`src/rtl/tfdc_pkg.sv`:
```
// ============================================================================
// tfdc_pkg
// Shared types and constants for the typed field to binary64 converter.
// ============================================================================
package tfdc_pkg;

    typedef enum logic [2:0] {
        TYPE_U8  = 3'd0,
        TYPE_I8  = 3'd1,
        TYPE_U16 = 3'd2,
        TYPE_I16 = 3'd3,
        TYPE_U32 = 3'd4,
        TYPE_I32 = 3'd5,
        TYPE_F32 = 3'd6,
        TYPE_F64 = 3'd7
    } type_code_t;

    localparam int unsigned EXP_BIAS = 1023;

    typedef struct packed {
        logic [2:0]  type_code;
        logic [63:0] value_bytes;
    } in_item_t;

    typedef struct packed {
        logic [63:0] double_bits;
    } out_item_t;

endpackage

```
`src/rtl/tfdc_convert.sv`:
```
// ============================================================================
// tfdc_convert
// Combinational conversion of one typed field into a binary64 bit pattern.
// ============================================================================
module tfdc_convert
    import tfdc_pkg::*;
(
    input  logic [2:0]  type_code,
    input  logic [63:0] value_bytes,
    output logic [63:0] double_bits
);

    logic        neg;
    logic [31:0] mag;
    logic [4:0]  pos;
    logic        found;
    logic [63:0] int_bits;
    logic [63:0] f32_bits;
    logic [31:0] w;
    logic [22:0] frac32;
    logic [7:0]  exp32;
    logic [52:0] shifted;
    logic [10:0] exp_int;
    logic [10:0] exp_sub;

    assign w      = value_bytes[31:0];
    assign frac32 = w[22:0];
    assign exp32  = w[30:23];

    always_comb
    begin
        neg = 1'b0;
        mag = 32'd0;
        case (type_code_t'(type_code))
            TYPE_U8:  mag = {24'd0, value_bytes[7:0]};
            TYPE_I8:
            begin
                neg = value_bytes[7];
                mag = {24'd0, neg ? (8'd0 - value_bytes[7:0]) : value_bytes[7:0]};
                if (neg && value_bytes[7:0] == 8'h80)
                    mag = 32'd128;
            end
            TYPE_U16: mag = {16'd0, value_bytes[15:0]};
            TYPE_I16:
            begin
                neg = value_bytes[15];
                mag = {16'd0, neg ? (16'd0 - value_bytes[15:0]) : value_bytes[15:0]};
                if (neg && value_bytes[15:0] == 16'h8000)
                    mag = 32'd32768;
            end
            TYPE_U32: mag = value_bytes[31:0];
            TYPE_F32: mag = {9'd0, frac32};
            default:
            begin
                neg = value_bytes[31];
                mag = neg ? (32'd0 - value_bytes[31:0]) : value_bytes[31:0];
            end
        endcase
    end

    always_comb
    begin
        pos   = 5'd0;
        found = 1'b0;
        for (int i = 31; i >= 0; i--)
        begin
            if (!found && mag[i])
            begin
                pos   = 5'(i);
                found = 1'b1;
            end
        end
    end

    assign shifted  = {21'd0, mag} << (6'd52 - {1'b0, pos});
    assign exp_int  = 11'(EXP_BIAS) + {6'd0, pos};
    assign exp_sub  = exp_int - 11'd149;
    assign int_bits = found ? {neg, exp_int, shifted[51:0]} : 64'd0;

    always_comb
    begin
        if (exp32 == 8'hFF)
            f32_bits = {w[31], 11'h7FF, frac32, 29'd0};
        else if (exp32 == 8'd0)
            f32_bits = found ? {w[31], exp_sub, shifted[51:0]} : {w[31], 63'd0};
        else
            f32_bits = {w[31], {3'd0, exp32} + 11'd896, frac32, 29'd0};
    end

    always_comb
    begin
        case (type_code_t'(type_code))
            TYPE_F32: double_bits = f32_bits;
            TYPE_F64: double_bits = value_bytes;
            default:  double_bits = int_bits;
        endcase
    end

endmodule

```
`config.mk`:
```
export PLATFORM = sky130hd
export DESIGN_NAME = tfdc_convert
export DESIGN_NICKNAME = d
export VERILOG_FILES = /design/src/rtl/tfdc_pkg.sv /design/src/rtl/tfdc_convert.sv
export SDC_FILE = /design/constraint.sdc
export NUM_CORES = 1
export LEC_CHECK = 0
export BUFFER_PORTS_ARGS = -buffer_cell sky130_fd_sc_hd__buf_2
export CAP_MARGIN = 30
export CORE_ASPECT_RATIO = 1.4
export CORE_MARGIN = 2
export CORE_UTILIZATION = 40
export DETAILED_ROUTE_END_ITERATION = 8
export PLACE_DENSITY = 0.75
export SETUP_SLACK_MARGIN = 0.1
export SLEW_MARGIN = 20
export SYNTH_ARGS = -nofsm -noshare
export SYNTH_HDL_FRONTEND = slang
export SYNTH_SLANG_ARGS = --single-unit
```
`constraint.sdc`:
```
create_clock -name vclk -period 8.1
set_clock_uncertainty 0.2 [all_clocks]
set_input_delay 1.215 -clock vclk [all_inputs]
set_output_delay 1.215 -clock vclk [all_outputs]
set_load 0.01 [all_outputs]
```
Word-level counts from Yosys, hierarchy flattened
Cells that the tools add are included.
- add/sub/neg operators: 7
- eq/ne operators: 9
- shift-type cells: 1
- multiplexer cells: 76
- reduce and logical (&&, ||, !) cells: 67
- operators by type and width (kind ; count):
    32-bit one-hot mux with 6 select lines ; 1
    63-bit two-way mux ; 3
    5-bit two-way mux ; 32
    64-bit one-hot mux with 2 select lines ; 1
    64-bit two-way mux ; 1
    32-bit by 6-bit << shifter with 52-bit output ; 1
    1-bit logical AND ; 33
    1-bit two-way mux ; 32
    16-bit two-way mux ; 2
    32-bit two-way mux ; 1
    1-bit by 32-bit subtractor with 32-bit output, first input constant ; 1
    1-bit zero test ; 31
    16-bit equality test, second input constant ; 1
    8-bit equality test, second input constant ; 2
    8-bit two-way mux ; 2
    1-bit by 16-bit subtractor with 16-bit output, first input constant ; 1
    10-bit by 5-bit adder with 11-bit output, first input constant ; 1
    8-bit by 10-bit adder with 11-bit output, second input constant ; 1
    11-bit by 8-bit subtractor with 11-bit output, second input constant ; 1
    3-bit equality test, second input constant ; 3
    8-bit zero test ; 1
    1-bit by 8-bit subtractor with 8-bit output, first input constant ; 1
    3-bit by 2-bit equality test with 1-bit output, second input constant ; 2
    6-bit by 5-bit subtractor with 6-bit output, first input constant ; 1
    4 further kinds ; 4
- register bits: 0

Longest topological paths before layout
Gate-level depths: netlist (run 1).
- depth after elaboration: 104
- mapped depth: 26

Worst setup path before layout (run 1)
OpenSTA, ideal clock, no wires.
- path type: input to output
- from: input port value_bytes[0]
- to: output port double_bits[25]
- arrival time: 7009 ps
- required time: 6685 ps
- path slack: -324 ps
- cell stages on the path: 24
- path buffers: 7
- cells stage by stage: inv_1 ha_1 or4b_1 buf_2 nor3_4 a311oi_1 a2111oi_4 o211ai_2 or4_1 buf_2 or4_4 nand3_4 buf_6 buf_2 ha_1 clkbuf_1 inv_1 clkbuf_1 clkbuf_1 o21ai_0 o221ai_1 nand2_1 a211o_1 a32o_1
- cells in the longest elaborated chain, start to end: 103
- elaborated cells between the ends (all ways): 146
- RTL lines (element ; RTL line ; text):
    from (decl) ; tfdc_convert.sv:9 ; input logic [63:0] value_bytes,
    1-bit by 32-bit subtractor with 32-bit output ; tfdc_convert.sv:56 ; mag = neg ? (32'd0 - value_bytes[31:0]) : value_bytes[31:0];
    32-bit two-way mux ; tfdc_convert.sv:56 ;
    32-bit one-hot mux with 6 select lines (*) ; tfdc_convert.sv:34 ; case (type_code_t'(type_code))
    1-bit two-way mux ; tfdc_convert.sv:67 ; if (!found && mag[i])
    1-bit zero test ; tfdc_convert.sv:67 ;
    1-bit logical AND ; tfdc_convert.sv:67 ;
    1-bit two-way mux ; tfdc_convert.sv:67 ;
    1-bit zero test ; tfdc_convert.sv:67 ;
    (+87 left out) ; -- ;
    1-bit logical AND ; tfdc_convert.sv:67 ;
    5-bit two-way mux ; tfdc_convert.sv:67 ;
    6-bit by 5-bit subtractor with 6-bit output ; tfdc_convert.sv:75 ; assign shifted = {21'd0, mag} << (6'd52 - {1'b0, pos});
    32-bit by 6-bit << shifter with 52-bit output ; tfdc_convert.sv:75 ;
    63-bit two-way mux ; tfdc_convert.sv:85 ; f32_bits = found ? {w[31], exp_sub, shifted[51:0]} : {w[31], 63'd0};
    63-bit two-way mux ; tfdc_convert.sv:84 ; else if (exp32 == 8'd0)
    63-bit two-way mux ; tfdc_convert.sv:82 ; if (exp32 == 8'hFF)
    64-bit one-hot mux with 2 select lines (*) ; tfdc_convert.sv:92 ; case (type_code_t'(type_code))
    to (decl) ; tfdc_convert.sv:10 ; output logic [63:0] double_bits
Mark *: on every way between the ends. The rest lies on a longest branch, timed or not.

Final worst setup path (run 1)
- from: input port value_bytes[1]
- to: output port double_bits[44]
Same word-level chain as after synthesis.

==> results of run 1 <==
[final cells by class]
class,instances,area share
multi-input cells,741,0.755
well taps,189,0.0315
repair buffers,240,0.203
inverters,21,0.0108
[logic make-up (layout without fill, tap and decap cells)]
| family | after synthesis | after routing | synth area share |
|---|---|---|---|
| AND/OR/NAND/NOR | 333 | 333 | 0.298 |
| AO/OA/AOI/OAI | 299 | 299 | 0.372 |
| buffers and inverters | 101 | 261 | 0.0762 |
| XOR/XNOR | 11 | 11 | 0.0200 |
| multiplexers | 92 | 92 | 0.221 |
| adder cells (fa/ha/maj) | 6 | 6 | 0.0126 |
[through the flow]
stage,setup TNS (ps),setup slack [ps]
2_1_floorplan,0,116
6_report,0,205
3_3_place_gp,-626,-110
4_1_cts,0,115
3_5_place_dp,-4130,-280
5_1_grt,0,69.9
[layout by cell type (no fill, tap or decap), types with 25 or more instances in the layout]
master	count
nor3_1	25
o21ai_0	48
nor2_1	64
a21oi_1	34
mux4_2	28
mux2i_1	46
nand2_1	88
buf_4	105
nand3_1	25
buf_2	131
[what timing repair did]
item | 4_1_cts | 5_1_grt
buffers inserted | 4 | 9
pin swaps | 1 | 13
setup endpoints to repair | 45 | 41
gates resized for setup | 5 | 20
hold endpoints to repair | 0 | 0
[power breakdown]
group | total [mW] | switching [mW] | internal, mW
Sequential | 0 | 0 | 0
Clock | 0 | 0 | 0
Combinational | 1.35 | 0.779 | 0.567
Total | 1.35 | 0.779 | 0.567
[worst min-delay path: stages]
cell	delay [ps]
buf_2	80
a221o_1	120
buf_2	120
[layer usage]
layer / up-vias / GRT usage / wire length [um]
met2: 609 / 0.615 / 14200
li1: 3661 / - / -
met4: 0 / 0.249 / 2680
met5: - / 0 / 0
met3: 164 / 0.0670 / 3060
met1: 3928 / 0.422 / 10700
[path summary, 6_finish.rpt]
check,from,end,cells past startpoint
worst max-delay path,value_bytes[1],double_bits[44],20
worst min-delay path,value_bytes[47],double_bits[47],3
==> out/qor.txt, run 1 <==
status -> completed
DR vias -> 8362
Hold Buf Count CTS -> 0
WL/cell -> 25.7 um
I/O pin cnt -> 131
sequential area share after synthesis -> 0
placed cells -> 1178
initial core utilization -> 0.409
Post-Synthesis Cells -> 842
fin. max-slew vios -> 0
Final GP Congestion -> 1.07
CP peak stage delay -> 580 ps
final worst path period share -> 0.975
Period minus WS final -> 7900 ps
Pwr Total -> 1.35 mW
PD cells -> 179 nW/um2
Post-Syn Nets -> 915
GRT Util Overall -> 0.367
Leak Pwr -> 3.24 nW
crit path buf inv count -> 6
VDD IR max -> 0.0819 mV
GRT overflow -> 0
Yosys warnings -> 0
Crit path max-delay family -> simple AND/OR/NAND/NOR gates
multi-input logic area -> 5670 um2
DP HPWL -> 24.4 mm
CP Launch Type -> input pin
Post-DP Area -> 7270 um2
top cells by area, synth -> mux4_2 11%, mux2i_1 7.9%, nand2_1 5.6%, o21ai_0 4.1%, nor2_1 4.1%
CORE AREA -> 14500 um2
Detail Route Antenna Nets -> 0
largest net degree at the start of global routing -> 36
Fin Hold WS -> 2550 ps
largest area contributor in the netlist -> mux4_2
Critical Path Sink Type -> output pin
area of the die -> 15900 um2
Mean Syn Cell Area -> 7.06 um2
net total in the final layout -> 1077
CP Data Arrival Time -> 6480 ps
critical path class -> in -> out
Final Cell Area -> 7520 um2
worst hold-check path type -> in -> out
clock buffer count -> 0
fmax -> 0.127 GHz
# fillers -> 1475
DRT Pass-1 Iters -> 7
die width -> 107 um
Fin. Hold Viols -> 0
vias in the first global route -> 7713
Cell Area, Synth -> 5940 um2
initial antenna violation count -> 1
Port Buffers -> 131
Util after Layout -> 0.518
unrepaired setup endpoints after global routing -> true
FFs & Latches -> 0
Register Area -> 0 um2
Die H -> 148 um
share of layout cells above drive strength 1 -> 0.352
area grow syn2layout -> 26.5%
synth cell count leaders -> 88 x nand2_1, 65 x nor2_1, 54 x clkbuf_1
Max-Cap Viols -> 0
# diodes -> 0
CP max-delay cell -> or4_4
top cell type's share of synthesized area -> 0.106
Slew HR -> 0.375
first-pass GRT wire length -> 45.0 mm
DRT Wirelength -> 30.6 mm
Netlist cell types -> 97
Final setup viols -> 0
Remaining DRCs -> 0
Worst Tran Pin Value -> 927 ps
Crit path required time -> 6680 ps
row count -> 52
worst path cell trace -> buf_2, inv_1, ha_2, nor4b_4, a41oi_2, a41oi_1, o211ai_1, or2_4, or4_4, or4_4, nand3_4, buf_12, ha_1, inv_2, buf_12, mux4_2, nand2_1, o21ai_1, a211o_1, buf_2
Max FO, Critical Path -> 22
most common cell in the netlist -> nand2_1
vias per cell -> 7.02
Final Non-Filler Cells -> 1191
initial drt markers -> 896
Power figures use the tool's default switching activity.
==> inputs of run 2 (changes only) <==
- CORE_UTILIZATION: 40 -> 46
- GPL_ROUTABILITY_DRIVEN: not set -> 0
- PLACE_DENSITY: 0.75 -> 0.83
==> run 2 against run 1 <==
Global-route usage about the same. Via count about the same. Sequential share of layout area is the same. Non-clock buffer count fell by 36. Wire length shrank 12%. Cell count down 6.0%. Design area fell by 4.4%.
==> out/qor.txt, run 2 (synthesized netlist as in run 1, its figures left out) <==
CP max-delay cell -> or4_1 (was or4_4)
Crit path required time -> 6680 ps (about the same)
vias in the first global route -> 7505 (was 7713)
Crit path top cell by count -> buf_4
net total in the final layout -> 1041 (was 1077)
Critical Path Sink Type -> output pin (unchanged)
share of layout cells above drive strength 1 -> 0.326 (was 0.352)
Period minus WS final -> 7960 ps (was 7900 ps)
Place WS -> 68.0 ps (was -280 ps)
GRT overflow -> 0 (unchanged)
commonest non-fill, non-tap cell in the layout -> buf_2 (unchanged)
area of the die -> 13900 um2 (was 15900 um2)
CP peak stage delay -> 540 ps (was 580 ps)
initial antenna violation count -> 0 (was 1)
initial core utilization -> 0.466 (was 0.409)
clock buffer count -> 0 (unchanged)
met1 WL -> 8.76 mm (was 10.7 mm)
Die H -> 138 um (was 148 um)
initial drt markers -> 1302 (was 896)
PD cells -> 180 nW/um2 (was 179 nW/um2)
Remaining DRCs -> 0 (unchanged)
CORE AREA -> 12800 um2 (was 14500 um2)
I/O pin cnt -> 131 (unchanged)
critical path class -> in -> out (unchanged)
row count -> 49 (was 52)
first-pass GRT wire length -> 41.0 mm (was 45.0 mm)
largest net degree at the start of global routing -> 41 (was 36)
DP HPWL -> 20.9 mm (was 24.4 mm)
Critical Path Source -> value_bytes[1] (unchanged)
worst setup margin -> 142 ps (was 205 ps)
CP Launch Type -> input pin (unchanged)
Min-Delay Startpoint -> value_bytes[47] (unchanged)
Fin. Hold Viols -> 0 (unchanged)
Slew HR -> 0.246 (was 0.375)
FFs & Latches -> 0 (unchanged)
Register Area -> 0 um2 (unchanged)
worst path cell trace -> buf_2, inv_1, ha_2, or4b_1, nor3_4, a311oi_2, a2111oi_4, o211ai_2, or4_1, buf_4, nor3_1, a2111oi_2, buf_4, ha_1, xnor2_4, buf_4, mux4_2, mux2i_2, o22ai_1, a221o_1, buf_2 (was buf_2, inv_1, ha_2, nor4b_4, a41oi_2, a41oi_1, o211ai_1, or2_4, or4_4, or4_4, nand3_4, buf_12, ha_1, inv_2, buf_12, mux4_2, nand2_1, o21ai_1, a211o_1, buf_2)
most frequent cells in the layout -> 131 x buf_2, 88 x nand2_1, 66 x buf_4 (was 131 x buf_2, 105 x buf_4, 88 x nand2_1)
CP Data Arrival Time -> 6540 ps (was 6480 ps)
Worst Tran Pin Value -> 1120 ps (was 927 ps)
Port Buffers -> 131 (unchanged)
fin. max-slew vios -> 0 (unchanged)
WL/cell -> 24.0 um (was 25.7 um)
worst hold-check path type -> in -> out (unchanged)
GRT Util Overall -> 0.367 (about the same)
final worst path period share -> 0.983 (was 0.975)
# fillers -> 1171 (was 1475)
Hold Buf Count CTS -> 0 (unchanged)
die width -> 100 um (was 107 um)
Leak Pwr -> 3.07 nW (was 3.24 nW)
DRT Pass-1 Iters -> 7 (unchanged)
Detail Route Antenna Nets -> 0 (unchanged)
DR vias -> 8367 (was 8362)
WL met3 -> 3.56 mm (was 3.06 mm)
Max FO, Critical Path -> 8 (was 22)
Fin Hold WS -> 2540 ps (was 2550 ps)
Met2 Wirelength -> 11.9 mm (was 14.2 mm)
Max-Cap Viols -> 0 (unchanged)
Final setup viols -> 0 (unchanged)
area grow syn2layout -> 21.0% (was 26.5%)
vias per cell -> 7.48 (was 7.02)
multi-input logic area -> 5640 um2 (was 5670 um2)
status -> completed (unchanged)
DRT Wirelength -> 26.9 mm (was 30.6 mm)
fmax -> 0.126 GHz (was 0.127 GHz)
# diodes -> 0 (unchanged)
max layer used -> met4 (unchanged)
VDD IR max -> 0.0815 mV (was 0.0819 mV)
run 2: power by group:
part | internal, mW | leakage (nW) | switching (mW)
clock | 0 | 0 | 0
sequential | 0 | 0 | 0
combinational | 0.548 | 3.07 | 0.744
run 2: metrics by stage:
| stage | cells | power [mW] | util | setup TNS [ps] | area, um2 |
|---|---|---|---|---|---|
| 6_report | 1119 | 1.29 | 0.563 | 0 | 7190 |
| 5_1_grt | 1119 | 1.36 | 0.563 | -7.76 | 7190 |
| 4_1_cts | 1109 | 1.19 | 0.548 | 0 | 6980 |
| 3_5_place_dp | 1109 | 1.19 | 0.547 | 0 | 6980 |
| 3_3_place_gp | 1109 | 1.17 | 0.547 | 0 | 6980 |
| 2_1_floorplan | 842 | 0.827 | - | 0 | 5960 |
run 2: final cells by class:
cell class         instances  area share
inverters                 21      0.0113
multi-input cells        741       0.784
well taps                153      0.0266
repair buffers           204       0.178
run 2: worst max-delay path: cells and delay by family:
kind            cells  cell delay (ps)
compound gates      6             1200
fa+ha+maj           2              500
xor+xnor            1              270
mux                 2              790
buf+inv             6              950
simple gates        4             1610
run 2: worst paths after layout:
kind / end / slack (ps) / depth (start not counted)
setup / recovery: double_bits[47] / 140 / 21
hold / removal: double_bits[47] / 2540 / 3
run 2: what timing repair did:
| action | in CTS | in global routing |
|---|---|---|
| resized for setup | 2 | 23 |
| setup endpoints to repair | 4 | 49 |
| pin swaps | 1 | 7 |
| buffers inserted | 0 | 10 |
| endpoints found under the hold margin | 0 | 0 |
run 2: routing by layer:
layer / GRT usage / vias up
met5: 0 / -
met4: 0.242 / 0
met3: 0.0920 / 234
met2: 0.574 / 801
met1: 0.441 / 3733
li1: - / 3599
==> inputs of run 3 (changes only) <==
- PLACE_DENSITY: 0.83 -> 0.8
- clock period: 8.1 -> 8.38 ns (I/O delays scaled with it)
==> run 3 against run 2 <==
The flow now finishes with violations (design-rule violations). Die area unchanged. Count of clock-buffer cells in the layout unchanged. Critical endpoint is now double_bits[16]. Largest cell class unchanged. Combinational power down 6%. Hold slack better by 80 ps.
==> out/qor.txt, run 3 (synthesized netlist as in run 1, its figures left out) <==
status -> complete, but fails checks (was completed)
failing checks -> design-rule violations
FFs & Latches -> 0 (unchanged)
setup_tns -> 0 ps (unchanged)
Seq pwr share -> 0 (about the same)
Fin. Hold Viols -> 0 (unchanged)
# diodes -> 0 (unchanged)
# fillers -> 1269 (was 1171)
Die H -> 138 um (unchanged)
Max FO, Critical Path -> 7 (was 8)
Detail Route Antenna Nets -> 0 (unchanged)
Max-Cap Viols -> 0 (unchanged)
switching power -> 714 uW (was 744 uW)
PD cells -> 174 nW/um2 (was 180 nW/um2)
worst hold-check path type -> in -> out (unchanged)
clock share of power -> 0 (about the same)
DRT Wirelength -> 27.5 mm (was 26.9 mm)
DR vias -> 8351 (was 8367)
row count -> 49 (unchanged)
CORE AREA -> 12800 um2 (unchanged)
GRT overflow -> 0 (unchanged)
Final setup viols -> 0 (unchanged)
vias in the first global route -> 7612 (was 7505)
GRT Util Overall -> 0.371 (was 0.367)
CP Data Arrival Time -> 6710 ps (was 6540 ps)
CP Launch Type -> input pin (unchanged)
initial drt markers -> 1193 (was 1302)
Sw Ratio -> 0.590 (was 0.576)
worst path cell trace -> buf_2, inv_1, ha_1, nor4b_4, nand4_1, buf_4, a221oi_1, o22ai_1, nor4bb_1, nand4b_1, or4_4, nand3_4, inv_4, ha_1, xnor2_4, buf_4, mux4_2, mux2i_4, nor2_1, o31ai_2, buf_2 (was buf_2, inv_1, ha_2, or4b_1, nor3_4, a311oi_2, a2111oi_4, o211ai_2, or4_1, buf_4, nor3_1, a2111oi_2, buf_4, ha_1, xnor2_4, buf_4, mux4_2, mux2i_2, o22ai_1, a221o_1, buf_2)
Critical Path Sink Type -> output pin (unchanged)
Port Buffers -> 131 (unchanged)
Register Area -> 0 um2 (unchanged)
P_int -> 497 uW (was 548 uW)
Leak Pwr -> 2.98 nW (was 3.07 nW)
area grow syn2layout -> 17.4% (was 21.0%)
initial antenna violation count -> 1 (was 0)
CP peak stage delay -> 580 ps (was 540 ps)
Crit path required time -> 6920 ps (was 6680 ps)
Remaining DRCs -> 16 (was 0)
initial core utilization -> 0.466 (unchanged)
DP HPWL -> 21.2 mm (was 20.9 mm)
net total in the final layout -> 1027 (was 1041)
critical path class -> in -> out (unchanged)
most frequent cells in the layout -> 131 x buf_2, 88 x nand2_1, 63 x nor2_1 (was 131 x buf_2, 88 x nand2_1, 66 x buf_4)
Place WS -> -17.2 ps (was 68.0 ps)
largest net degree at the start of global routing -> 41 (unchanged)
Period minus WS final -> 8160 ps
share of layout cells above drive strength 1 -> 0.306 (was 0.326)
die width -> 100 um (unchanged)
vias per cell -> 7.56 (was 7.48)
clock buffer count -> 0 (unchanged)
fin. max-slew vios -> 0 (unchanged)
WL/cell -> 24.9 um (was 24.0 um)
fmax -> 0.123 GHz
Slew HR -> 0.365 (was 0.246)
worst setup margin -> 217 ps (was 142 ps)
CP max-delay cell -> or4_4 (was or4_1)
Worst Tran Pin Value -> 942 ps (was 1120 ps)
DRT Pass-1 Iters -> 9 (was 7)
commonest non-fill, non-tap cell in the layout -> buf_2 (unchanged)
I/O pin cnt -> 131 (unchanged)
VDD IR max -> 0.0741 mV (was 0.0815 mV)
area of the die -> 13900 um2 (unchanged)
final worst path period share -> 0.974
Util after Layout -> 0.547 (was 0.563)
first-pass GRT wire length -> 41.1 mm (was 41.0 mm)
logic gate share of total power -> 1.000 (about the same)
## run 3: changes by cell type in the layout (fill, tap and decap cells not counted), sizes merged
cell,before,now
buf,204,190
## run 3: worst paths after layout
| path | end | slack, ps | cells past startpoint | startpoint |
|---|---|---|---|---|
| hold / removal | double_bits[47] | 2620 | 3 | value_bytes[47] |
| setup / recovery | double_bits[16] | 220 | 21 | value_bytes[1] |
## run 3: repair_timing
action,CTS,global route
hold buffers,0,0
pin swaps,1,4
resized for setup,2,8
buffers inserted,0,7
setup endpoints to repair,24,52
## run 3: final cells by class
type / instances / area (um2) / area share
multi-input cells: 741 / 5580 / 0.800
repair buffers: 190 / 1120 / 0.161
well taps: 153 / 191 / 0.0275
inverters: 21 / 81.3 / 0.0117
## run 3: metal layers
| metal | global-route usage | part of all wire | vias to the layer above |
|---|---|---|---|
| met5 | 0 | 0 | - |
| met4 | 0.286 | 0.10 | 0 |
| met3 | 0.0865 | 0.14 | 223 |
| met2 | 0.581 | 0.44 | 806 |
| met1 | 0.431 | 0.33 | 3757 |
| li1 | - | - | 3565 |
## run 3: worst max-delay path, delay by kind of cell
family / cells / cell delay, ps
XOR/XNOR: 1 / 260
adder cells (fa/ha/maj): 2 / 520
AND/OR/NAND/NOR: 7 / 2060
AO/OA/AOI/OAI: 3 / 790
multiplexers: 2 / 900
buffers and inverters: 6 / 880
## run 3: power by group through the flow
stage | Combinational (mW) | Clock [mW] | Sequential, mW
CTS | 1.15 | 0 | 0
detailed placement | 1.14 | 0 | 0
global placement | 1.14 | 0 | 0
floorplan | 0.794 | 0 | 0
finish | 1.21 | 0 | 0
global route | 1.27 | 0 | 0
## run 3: per-stage QoR
step	power, mW	area, um2	std cells	hold WS [ps]
6_report	1.21	6970	1105	2620
5_1_grt	1.27	6970	1105	2640
4_1_cts	1.15	6870	1098	2620
3_5_place_dp	1.14	6860	1098	2620
3_3_place_gp	1.14	6860	1098	2620
2_1_floorplan	0.794	5940	842	2430
